$ cat src/sv/crc8fc_pkg.sv
package crc8fc_pkg;

  // Reset value of the start register, and the reflected form of polynomial 0x31
  localparam logic [7:0] CRC_INIT_RESET = 8'hFF;
  localparam logic [7:0] CRC_POLY_REFL  = 8'h8C;

  // Byte count: the length byte plus one covers at most 256 bytes
  localparam int unsigned COUNT_W = 9;

  // Depth of the result queue
  localparam int unsigned RESQ_DEPTH = 2;

  typedef struct packed {
    logic       crc_ok;
    logic [7:0] computed_crc;
    logic [7:0] received_crc;
  } result_t;

  // One byte through the reflected CRC-8, one bit per step.
  // Gives the familiar lookup entries 0x00, 0x5e, 0xbc, 0xe2, ...
  function automatic logic [7:0] crc8_byte(input logic [7:0] crc, input logic [7:0] data);
    logic [7:0] v;
    v = crc ^ data;
    for (int b = 0; b < 8; b++) begin
      v = v[0] ? ((v >> 1) ^ CRC_POLY_REFL) : (v >> 1);
    end
    return v;
  endfunction

endpackage

$ cat src/sv/crc8fc_byte_if.sv
interface crc8fc_byte_if;
  logic       valid;
  logic       ready;
  logic [7:0] data_byte;
  logic       frame_start;

  modport source (output valid, output data_byte, output frame_start, input ready);
  modport sink (input valid, input data_byte, input frame_start, output ready);
endinterface

$ cat src/sv/crc8fc_result_if.sv
interface crc8fc_result_if;
  logic       valid;
  logic       ready;
  logic       crc_ok;
  logic [7:0] computed_crc;
  logic [7:0] received_crc;

  modport source (output valid, output crc_ok, output computed_crc, output received_crc,
                  input ready);
  modport sink (input valid, input crc_ok, input computed_crc, input received_crc,
                output ready);
endinterface

$ cat src/sv/crc8fc_result_q.sv
module crc8fc_result_q #(
  parameter int unsigned DEPTH = crc8fc_pkg::RESQ_DEPTH
) (
  input  logic                clk,
  input  logic                rst,
  input  logic                push,
  input  crc8fc_pkg::result_t push_data,
  output logic                full,
  output logic                pop_valid,
  input  logic                pop_ready,
  output crc8fc_pkg::result_t pop_data
);
  import crc8fc_pkg::*;

  localparam int unsigned PTR_W = (DEPTH > 1) ? $clog2(DEPTH) : 1;
  localparam int unsigned CNT_W = $clog2(DEPTH + 1);

  result_t            slots [DEPTH];
  logic [PTR_W-1:0]   wr_ptr;
  logic [PTR_W-1:0]   rd_ptr;
  logic [CNT_W-1:0]   count;
  logic               pop;

  assign full      = (count == CNT_W'(DEPTH));
  assign pop_valid = (count != '0);
  assign pop       = pop_valid && pop_ready;
  assign pop_data  = slots[rd_ptr];

  // Store a new result at the write pointer
  always_ff @(posedge clk) begin
    if (push) begin
      slots[wr_ptr] <= push_data;
    end
  end

  // Advance pointers and fill count
  always_ff @(posedge clk) begin
    if (rst) begin
      wr_ptr <= '0;
      rd_ptr <= '0;
      count  <= '0;
    end else begin
      if (push) begin
        wr_ptr <= (wr_ptr == PTR_W'(DEPTH - 1)) ? '0 : wr_ptr + 1'b1;
      end
      if (pop) begin
        rd_ptr <= (rd_ptr == PTR_W'(DEPTH - 1)) ? '0 : rd_ptr + 1'b1;
      end
      if (push && !pop) begin
        count <= count + 1'b1;
      end else if (pop && !push) begin
        count <= count - 1'b1;
      end
    end
  end

`ifndef NO_ASSERTIONS
  a_count_bound: assert property (@(posedge clk) disable iff (rst)
    count <= CNT_W'(DEPTH))
    else $error("result queue count beyond depth");

  a_no_overflow: assert property (@(posedge clk) disable iff (rst)
    push |-> !full)
    else $error("result pushed into full queue");

  a_grow: assert property (@(posedge clk) disable iff (rst)
    (push && !pop) |=> count == $past(count) + 1'b1)
    else $error("result queue count did not grow on push");
`endif

endmodule

$ cat src/sv/crc8_frame_checker_core.sv
// CRC-8 frame checker.
// byte_ch carries received frame bytes, one per transfer; frame_start marks the
// length byte L. The length byte, the type byte and L payload bytes run through
// a reflected CRC-8 (polynomial 0x31) seeded from the crc_init register; the next
// byte is taken as the received checksum. For that byte one transfer leaves on
// result_ch with the computed CRC, the received byte and a match flag. A byte
// with frame_start inside a frame drops the open frame; a byte outside a frame
// is dropped. Nothing else produces a result.
// Throughput: one byte per cycle while the result queue has room; the CRC update is
// one byte step between the frame state registers and the result queue.
// Output: each result is stored in the queue as its checksum byte is taken.
// Stall: results wait in a two-entry queue; byte_ch keeps taking bytes until the
// queue is full, then ready drops until result_ch takes a transfer.
// Reset (rst, synchronous): no frame open, queue empty, crc_init back to 0xFF.
// cfg_we writes cfg_wdata into crc_init; write it only while no frame is open.
module crc8_frame_checker_core #(
  parameter int unsigned RESQ_DEPTH = crc8fc_pkg::RESQ_DEPTH
) (
  input  logic                   clk,
  input  logic                   rst,
  crc8fc_byte_if.sink            byte_ch,
  crc8fc_result_if.source        result_ch,
  input  logic                   cfg_we,
  input  logic [7:0]             cfg_wdata
);
  import crc8fc_pkg::*;

  logic [7:0]         crc_init;
  logic [7:0]         running_crc;
  logic [7:0]         running_crc_next;
  logic [COUNT_W-1:0] bytes_left;
  logic [COUNT_W-1:0] bytes_left_next;
  logic               in_frame;
  logic               in_frame_next;
  logic               accept;
  logic               push;
  logic               q_full;
  logic [7:0]         crc_seed;
  logic [7:0]         crc_upd;
  result_t            res_in;
  result_t            res_out;

  assign byte_ch.ready = !q_full;
  assign accept        = byte_ch.valid && byte_ch.ready;

  // Configuration register
  always_ff @(posedge clk) begin
    if (rst) begin
      crc_init <= CRC_INIT_RESET;
    end else if (cfg_we) begin
      crc_init <= cfg_wdata;
    end
  end

  // One byte step of the CRC, seeded from crc_init on the length byte
  assign crc_seed = byte_ch.frame_start ? crc_init : running_crc;
  assign crc_upd  = crc8_byte(crc_seed, byte_ch.data_byte);

  // Checksum byte: in a frame, no start, nothing left to fold in
  assign push = accept && !byte_ch.frame_start && in_frame && (bytes_left == '0);

  assign res_in.crc_ok       = (running_crc == byte_ch.data_byte);
  assign res_in.computed_crc = running_crc;
  assign res_in.received_crc = byte_ch.data_byte;

  // Frame tracking
  always_comb begin
    running_crc_next = running_crc;
    bytes_left_next  = bytes_left;
    in_frame_next    = in_frame;
    if (accept) begin
      if (byte_ch.frame_start) begin
        running_crc_next = crc_upd;
        bytes_left_next  = COUNT_W'(byte_ch.data_byte) + 1'b1;
        in_frame_next    = 1'b1;
      end else if (in_frame) begin
        if (bytes_left != '0) begin
          running_crc_next = crc_upd;
          bytes_left_next  = bytes_left - 1'b1;
        end else begin
          in_frame_next = 1'b0;
        end
      end
    end
  end

  always_ff @(posedge clk) begin
    if (rst) begin
      running_crc <= CRC_INIT_RESET;
      bytes_left  <= '0;
      in_frame    <= 1'b0;
    end else begin
      running_crc <= running_crc_next;
      bytes_left  <= bytes_left_next;
      in_frame    <= in_frame_next;
    end
  end

  // Hold results until the receiver takes them
  crc8fc_result_q #(
    .DEPTH (RESQ_DEPTH)
  ) u_result_q (
    .clk       (clk),
    .rst       (rst),
    .push      (push),
    .push_data (res_in),
    .full      (q_full),
    .pop_valid (result_ch.valid),
    .pop_ready (result_ch.ready),
    .pop_data  (res_out)
  );

  assign result_ch.crc_ok       = res_out.crc_ok;
  assign result_ch.computed_crc = res_out.computed_crc;
  assign result_ch.received_crc = res_out.received_crc;

`ifndef NO_ASSERTIONS
  a_count_bound: assert property (@(posedge clk) disable iff (rst)
    bytes_left <= COUNT_W'(256))
    else $error("byte count beyond 256");

  a_close_on_result: assert property (@(posedge clk) disable iff (rst)
    push |=> !in_frame)
    else $error("frame still open after its result");

  a_idle_count_zero: assert property (@(posedge clk) disable iff (rst)
    !in_frame |-> bytes_left == '0)
    else $error("byte count left over outside a frame");
`endif

endmodule

$ cat src/flat_wrapper.sv
// flat-port wrapper written by rule: the top's interface ports become plain ports
module crc8_frame_checker_core_flat import crc8fc_pkg::*;
#(
  parameter int unsigned RESQ_DEPTH = crc8fc_pkg::RESQ_DEPTH
)
  (clk, rst, cfg_we, cfg_wdata, byte_ch_valid, byte_ch_data_byte, byte_ch_frame_start, byte_ch_ready, result_ch_valid, result_ch_crc_ok, result_ch_computed_crc, result_ch_received_crc, result_ch_ready);
  crc8fc_byte_if byte_ch_i ();
  crc8fc_result_if result_ch_i ();
  input  logic clk;
  input  logic rst;
  input  logic cfg_we;
  input  logic [7:0] cfg_wdata;
  input wire logic [$bits(byte_ch_i.valid)-1:0] byte_ch_valid;
  input wire logic [$bits(byte_ch_i.data_byte)-1:0] byte_ch_data_byte;
  input wire logic [$bits(byte_ch_i.frame_start)-1:0] byte_ch_frame_start;
  output wire logic [$bits(byte_ch_i.ready)-1:0] byte_ch_ready;
  output wire logic [$bits(result_ch_i.valid)-1:0] result_ch_valid;
  output wire logic [$bits(result_ch_i.crc_ok)-1:0] result_ch_crc_ok;
  output wire logic [$bits(result_ch_i.computed_crc)-1:0] result_ch_computed_crc;
  output wire logic [$bits(result_ch_i.received_crc)-1:0] result_ch_received_crc;
  input wire logic [$bits(result_ch_i.ready)-1:0] result_ch_ready;
  assign byte_ch_i.valid = byte_ch_valid;
  assign byte_ch_i.data_byte = byte_ch_data_byte;
  assign byte_ch_i.frame_start = byte_ch_frame_start;
  assign byte_ch_ready = byte_ch_i.ready;
  assign result_ch_valid = result_ch_i.valid;
  assign result_ch_crc_ok = result_ch_i.crc_ok;
  assign result_ch_computed_crc = result_ch_i.computed_crc;
  assign result_ch_received_crc = result_ch_i.received_crc;
  assign result_ch_i.ready = result_ch_ready;
  crc8_frame_checker_core #(.RESQ_DEPTH(RESQ_DEPTH)) u_core (.clk(clk), .rst(rst), .byte_ch(byte_ch_i), .result_ch(result_ch_i), .cfg_we(cfg_we), .cfg_wdata(cfg_wdata));
endmodule
$ cat config.mk
export PLATFORM = sky130hd
export DESIGN_NAME = crc8_frame_checker_core_flat
export DESIGN_NICKNAME = d
export VERILOG_FILES = /design/src/sv/crc8fc_pkg.sv /design/src/sv/crc8fc_byte_if.sv /design/src/sv/crc8fc_result_if.sv /design/src/sv/crc8fc_result_q.sv /design/src/sv/crc8_frame_checker_core.sv /design/src/flat_wrapper.sv
export SDC_FILE = /design/constraint.sdc
export NUM_CORES = 1
export LEC_CHECK = 0
export ABC_AREA = 1
export BUFFER_PORTS_ARGS = -buffer_cell sky130_fd_sc_hd__buf_4
export CAP_MARGIN = 20
export CORE_UTILIZATION = 62
export CTS_CLUSTER_DIAMETER = 50
export CTS_CLUSTER_SIZE = 28
export DETAILED_ROUTE_END_ITERATION = 12
export PLACE_DENSITY = 0.84
export SYNTH_ARGS = -nofsm -noshare
export SYNTH_HDL_FRONTEND = slang
export SYNTH_SLANG_ARGS = --single-unit
$ cat constraint.sdc
create_clock -name clk -period 5.27 [get_ports clk]
set_clock_uncertainty 0.1 [all_clocks]
set_input_delay 1.054 -clock clk [delete_from_list [all_inputs] [get_ports clk]]
set_output_delay 1.054 -clock clk [all_outputs]
set_load 0.02 [all_outputs]
* After elaboration in Yosys (flattened, before gate mapping)
Memories as Yosys holds them, arrays and structs flattened. A register that Yosys moved wholly into a read port is not among the register bits.
Cells that the tools add are included.
** Cells by class
- Bitwise operators :: 9
- Div/mod/pow operators :: 0
- Shifts and indexed selects :: 0
- $add $sub $neg :: 6
- Equality and inequality tests :: 2
- $mul :: 0
- Multiplexer cells :: 26
- Magnitude comparators :: 0
- Reductions and logical operators :: 18
** Operators with widths (count)
- 8-bit two-way mux :: 12
- 9-bit two-way mux :: 3
- 2-bit NOT with 3-bit output :: 8
- 8-bit by 1-bit adder with 9-bit output, second input constant :: 1
- 9-bit logical NOT :: 1
- 1-bit two-way mux :: 9
- 9-bit nonzero test :: 1
- 9-bit by 1-bit subtractor with 9-bit output, second input constant :: 1
- 8-bit equality test :: 1
- 2-bit nonzero test :: 4
- 8-bit XOR :: 1
- 1-bit logical AND :: 7
- 1-bit logical NOT :: 4
- 2-bit two-way mux :: 2
- 3-bit AND reduction :: 1
- 1-bit adder, second input constant :: 2
- 2-bit by 1-bit adder with 2-bit output, second input constant :: 1
- 2-bit equality test, second input constant :: 1
- 2-bit by 1-bit subtractor with 2-bit output, second input constant :: 1
** Word-level totals
- Bits in writable memories :: 34
- Memory bits (read-only) :: 0
- Bits in registers :: 30
- Word-level logic and storage cells :: 69
- Input port bits :: 22
- Memories :: 1
- Bits in latches :: 0
** Memory list
- u_core.u_result_q.slots :: depth 2, bits a word 17, read ports 1, clocked after Yosys merged registers in 1, wr ports 1, line crc8fc_result_q.sv:18 : result_t slots [DEPTH];

* Depth between registers and ports, before layout
- Depth after elaboration :: 21
- Mapped depth :: 15
- Gate-level depth less buffers :: 15

* Cells and area by module
From an unflattened synthesis, not the netlist that was laid out.
** Unflattened totals
- Cells, all modules :: 383
- Area total of the unflattened synthesis :: 3424.5 um2
** Modules (own cells, without submodules)
- crc8_frame_checker_core :: cells each 295, area an instance 1911.8 um2, instances 1, seq. area each 520.5 um2
- crc8fc_result_q :: cells each 88, area an instance 1512.7 um2, instances 1, seq. area each 1121.1 um2

* Least setup slack after synthesis
No wires, ideal clock.
- Path kind :: input to register
- From :: in byte_ch_frame_start
- To :: mem u_core.u_result_q.slots[0][0] in the netlist's numbering, enable pin
- Path buffers :: 2
- Arrival time :: 2.421 ns
- Stages :: 7
- Path slack :: 2.359 ns
- Required time :: 4.779 ns
- Cell sequence :: buf_6 buf_8 nor2_1 nand3_2 inv_1 nand2_1 nor2_1
** On the way
- Longest elaborated chain between the ends :: 6
** RTL lines
- start: declaration :: line flat_wrapper.sv:15 : input wire logic [$bits(byte_ch_i.frame_start)-1:0] byte_ch_frame_start;
- 1-bit logical NOT :: line crc8_frame_checker_core.sv:60 : assign push = accept && !byte_ch.frame_start && in_frame && (bytes_left == '0);
- 1-bit logical AND (3 in series) :: line crc8_frame_checker_core.sv:60
- 1-bit two-way mux :: line crc8fc_result_q.sv:31 : if (push) begin
- 1-bit two-way mux (implied by the code) :: line crc8fc_result_q.sv:32 : slots[wr_ptr] <= push_data;
- end: declaration :: line crc8fc_result_q.sv:18
No other way between the ends.

==> results.cfg <==
[status]
status = complete, no violations

[synthesis]
ys_ff_latch = 65
synth_compound_area_frac = 0.108
synth_top_family_by_area = simple AND/OR/NAND/NOR gates
synth_edf_count = 34
synth_seq_area_share = 0.488
synth_xor_area_frac = 0.0405
synthMuxAreaShare = 0.0569
synthCells = 387
synth.avg_cell_area_sq_um = 8.70
synth.area.top_cells = edfxtp_1 (30%), dfxtp_1 (18%), nand2_1 (9.7%)
yosysMostFrequentCell = nand2_1
synth_top_area_frac = 0.303
synth_async_sr_flop_share = 0
ys_warn_count = 0
postSynthNetCount = 412
yosys.area_share.simple = 0.219
synth_flop_cell = edfxtp_1
synth_area_sq_um = 3370
netlist_top_cells_count = nand2_1 (87), inv_1 (40), nand3_1 (35)
yosysTopAreaCell = edfxtp_1
synth_fa_ha_area_frac = 0.0111
synth_cell_types = 35

[global_route]
grt_start_max_net_pins = 27
top_usage_layer = met2
grtUsageMet1 = 0.321
antenna_found_initial = 0
grt_pass1_wl_um = 11700
grt_overflow = 0
track_usage = 0.283
grtUsageMet3 = 0.0728
met2_usage = 0.512
first_global_vias = 2658

[clocking]
htree_levels = 3
cts-hold-fix-buffers = 0
cts_root_buf = clkbuf_8
cts.sinks = 65
cts_tree = yes
cts_made_buffers = 9
cts_resized = 0
clk_latency_ns = 0.34
clock_path_buffers = 2
postCtsSetupBuffers = 0
path_clk_slew_ns = 0.07

[power]
switching_share = 0.309
total_power_mw = 1.40
cellLeakagePower_nw = 1.71
switchingPower_uw = 433
comb_power_share = 0.241
p_clk_frac = 0.321
p_int_uw = 971
power_density_nw_per_um2 = 360
p_seq_frac = 0.438
ir_worst_vdd_uv = 343

[route]
drtIter0Drc = 172
ant_nets = 0
wl_um = 7080
viasPerCell = 5.53
firstDrtPassIters = 6
drt-wirelength-per-cell_um = 14.1
num_vias = 2783
drc_errors = 0

[floorplan]
ios = 41
rows = 26
core_area_sq_um = 5170
die-width_um = 75.7
dieArea_sq_um = 5730
die_height_um = 75.7
initial_core_util = 0.651

[timing]
setup_tns_ns = 0
rsz0062_at_grt = no
max_slew_margin = 0.455
hold_violations = 0
drv_slew = 0
finalSetupViolations = 0
period_minus_slack_ns = 2.94
max_freq_ghz = 0.341
worstMarginPinSlew_ns = 0.816
fin_crit_sh = 0.557
final.hold.worst_slack_ns = 0.370

[run]
max_cap_viol_count = 0

[setup_path]
critPathMaxFanout = 17
arrival_ns = 1.78
cp_data_required_time_ns = 4.12
startpoint_type = flip-flop
path_class = reg2out
end_kind = primary output

[layout]
area_growth_pct = 15.8
final_cells = 503
drive_above_1_share = 0.242
nNetsFinal = 453
antenna_cells = 0

[placed_design]
detailed_place_hpwl_um = 5090
finalWeightedCongestion = 0.923
io_buffers = 40
dp.cells = 487

[worst_hold_path]
hp-class = reg2reg
-- critical path: stages (launching register included) --
cell and delay (ns):
dfxtp_1 0.85, mux2_2 0.42, buf_4 0.16
-- cell type report --
cell class	count	area (sq um)
Clock buffer	10	128
Fill cell	377	1270
Inverter	46	178
Clock inverter	6	82.6
Multi-Input combinational cell	264	1470
Tap cell	70	87.6
Timing Repair Buffer	42	315
Sequential cell	65	1640
-- layer usage --
metal / routed length [um] / vias up
met5: 0 / -
met4: 152 / 0
met3: 341 / 18
met2: 3640 / 73
met1: 2950 / 1314
li1: - / 1378
-- kinds of logic after synthesis --
group / Yosys count
compound gates: 67
xor+xnor: 13
fa+ha+maj: 3
buf+inv: 58
flops: 65
mux: 17
simple gates: 164
-- state kept, by name, indices dropped and copies added (netlist names), named ones only --
| name | count |
|---|---|
| u_core.crc_init | 8 |
| u_core.u_result_q.wr_ptr | 1 |
| u_core.bytes_left | 9 |
| u_core.u_result_q.count | 2 |
| u_core.in_frame | 1 |
| u_core.running_crc | 8 |
| u_core.u_result_q.rd_ptr | 1 |
| u_core.u_result_q.slots | 34 |
-- stage by stage --
| stage | utilization | setup WS [ns] | area, sq um |
|---|---|---|---|
| after floorplan | - | 2.36 | 3370 |
| after CTS | 0.754 | 2.31 | 3900 |
| after global placement | 0.713 | 2.64 | 3690 |
| after global routing | 0.754 | 2.23 | 3900 |
| after detailed placement | 0.713 | 2.53 | 3690 |
| final | 0.754 | 2.33 | 3900 |
-- cell usage in the layout, fill, tap and decap left out, types with 13 or more instances in the layout --
cell type,instances
inv_1,40
a21oi_1,28
mux2_2,17
o21ai_0,28
nand3_1,35
buf_4,42
edfxtp_1,34
nand2_2,13
nor2_1,18
nand2_1,87
dfxtp_1,31
-- worst paths after layout --
path | endpoint | cells after the start | start | slack [ns]
worst min-delay path | u_core.in_frame | 2 | u_core.in_frame | 0.37
worst max-delay path | result_ch_computed_crc[6] | 2 | flip-flop | 2.33
worst min register to register | u_core.in_frame | 2 | u_core.in_frame | 0.37
worst max register to register | u_core.u_result_q.count[1] | 15 | u_core.bytes_left[0] | 2.85
-- power by group through the flow --
stage / clock [mW] / combinational, mW / sequential [mW]
after global placement: 0 / 0.328 / 0.623
after global routing: 0.479 / 0.385 / 0.619
after CTS: 0.460 / 0.340 / 0.614
after detailed placement: 0 / 0.337 / 0.624
final: 0.451 / 0.339 / 0.615
after floorplan: 0 / 0.264 / 0.604
Power figures use the tool's default switching activity.
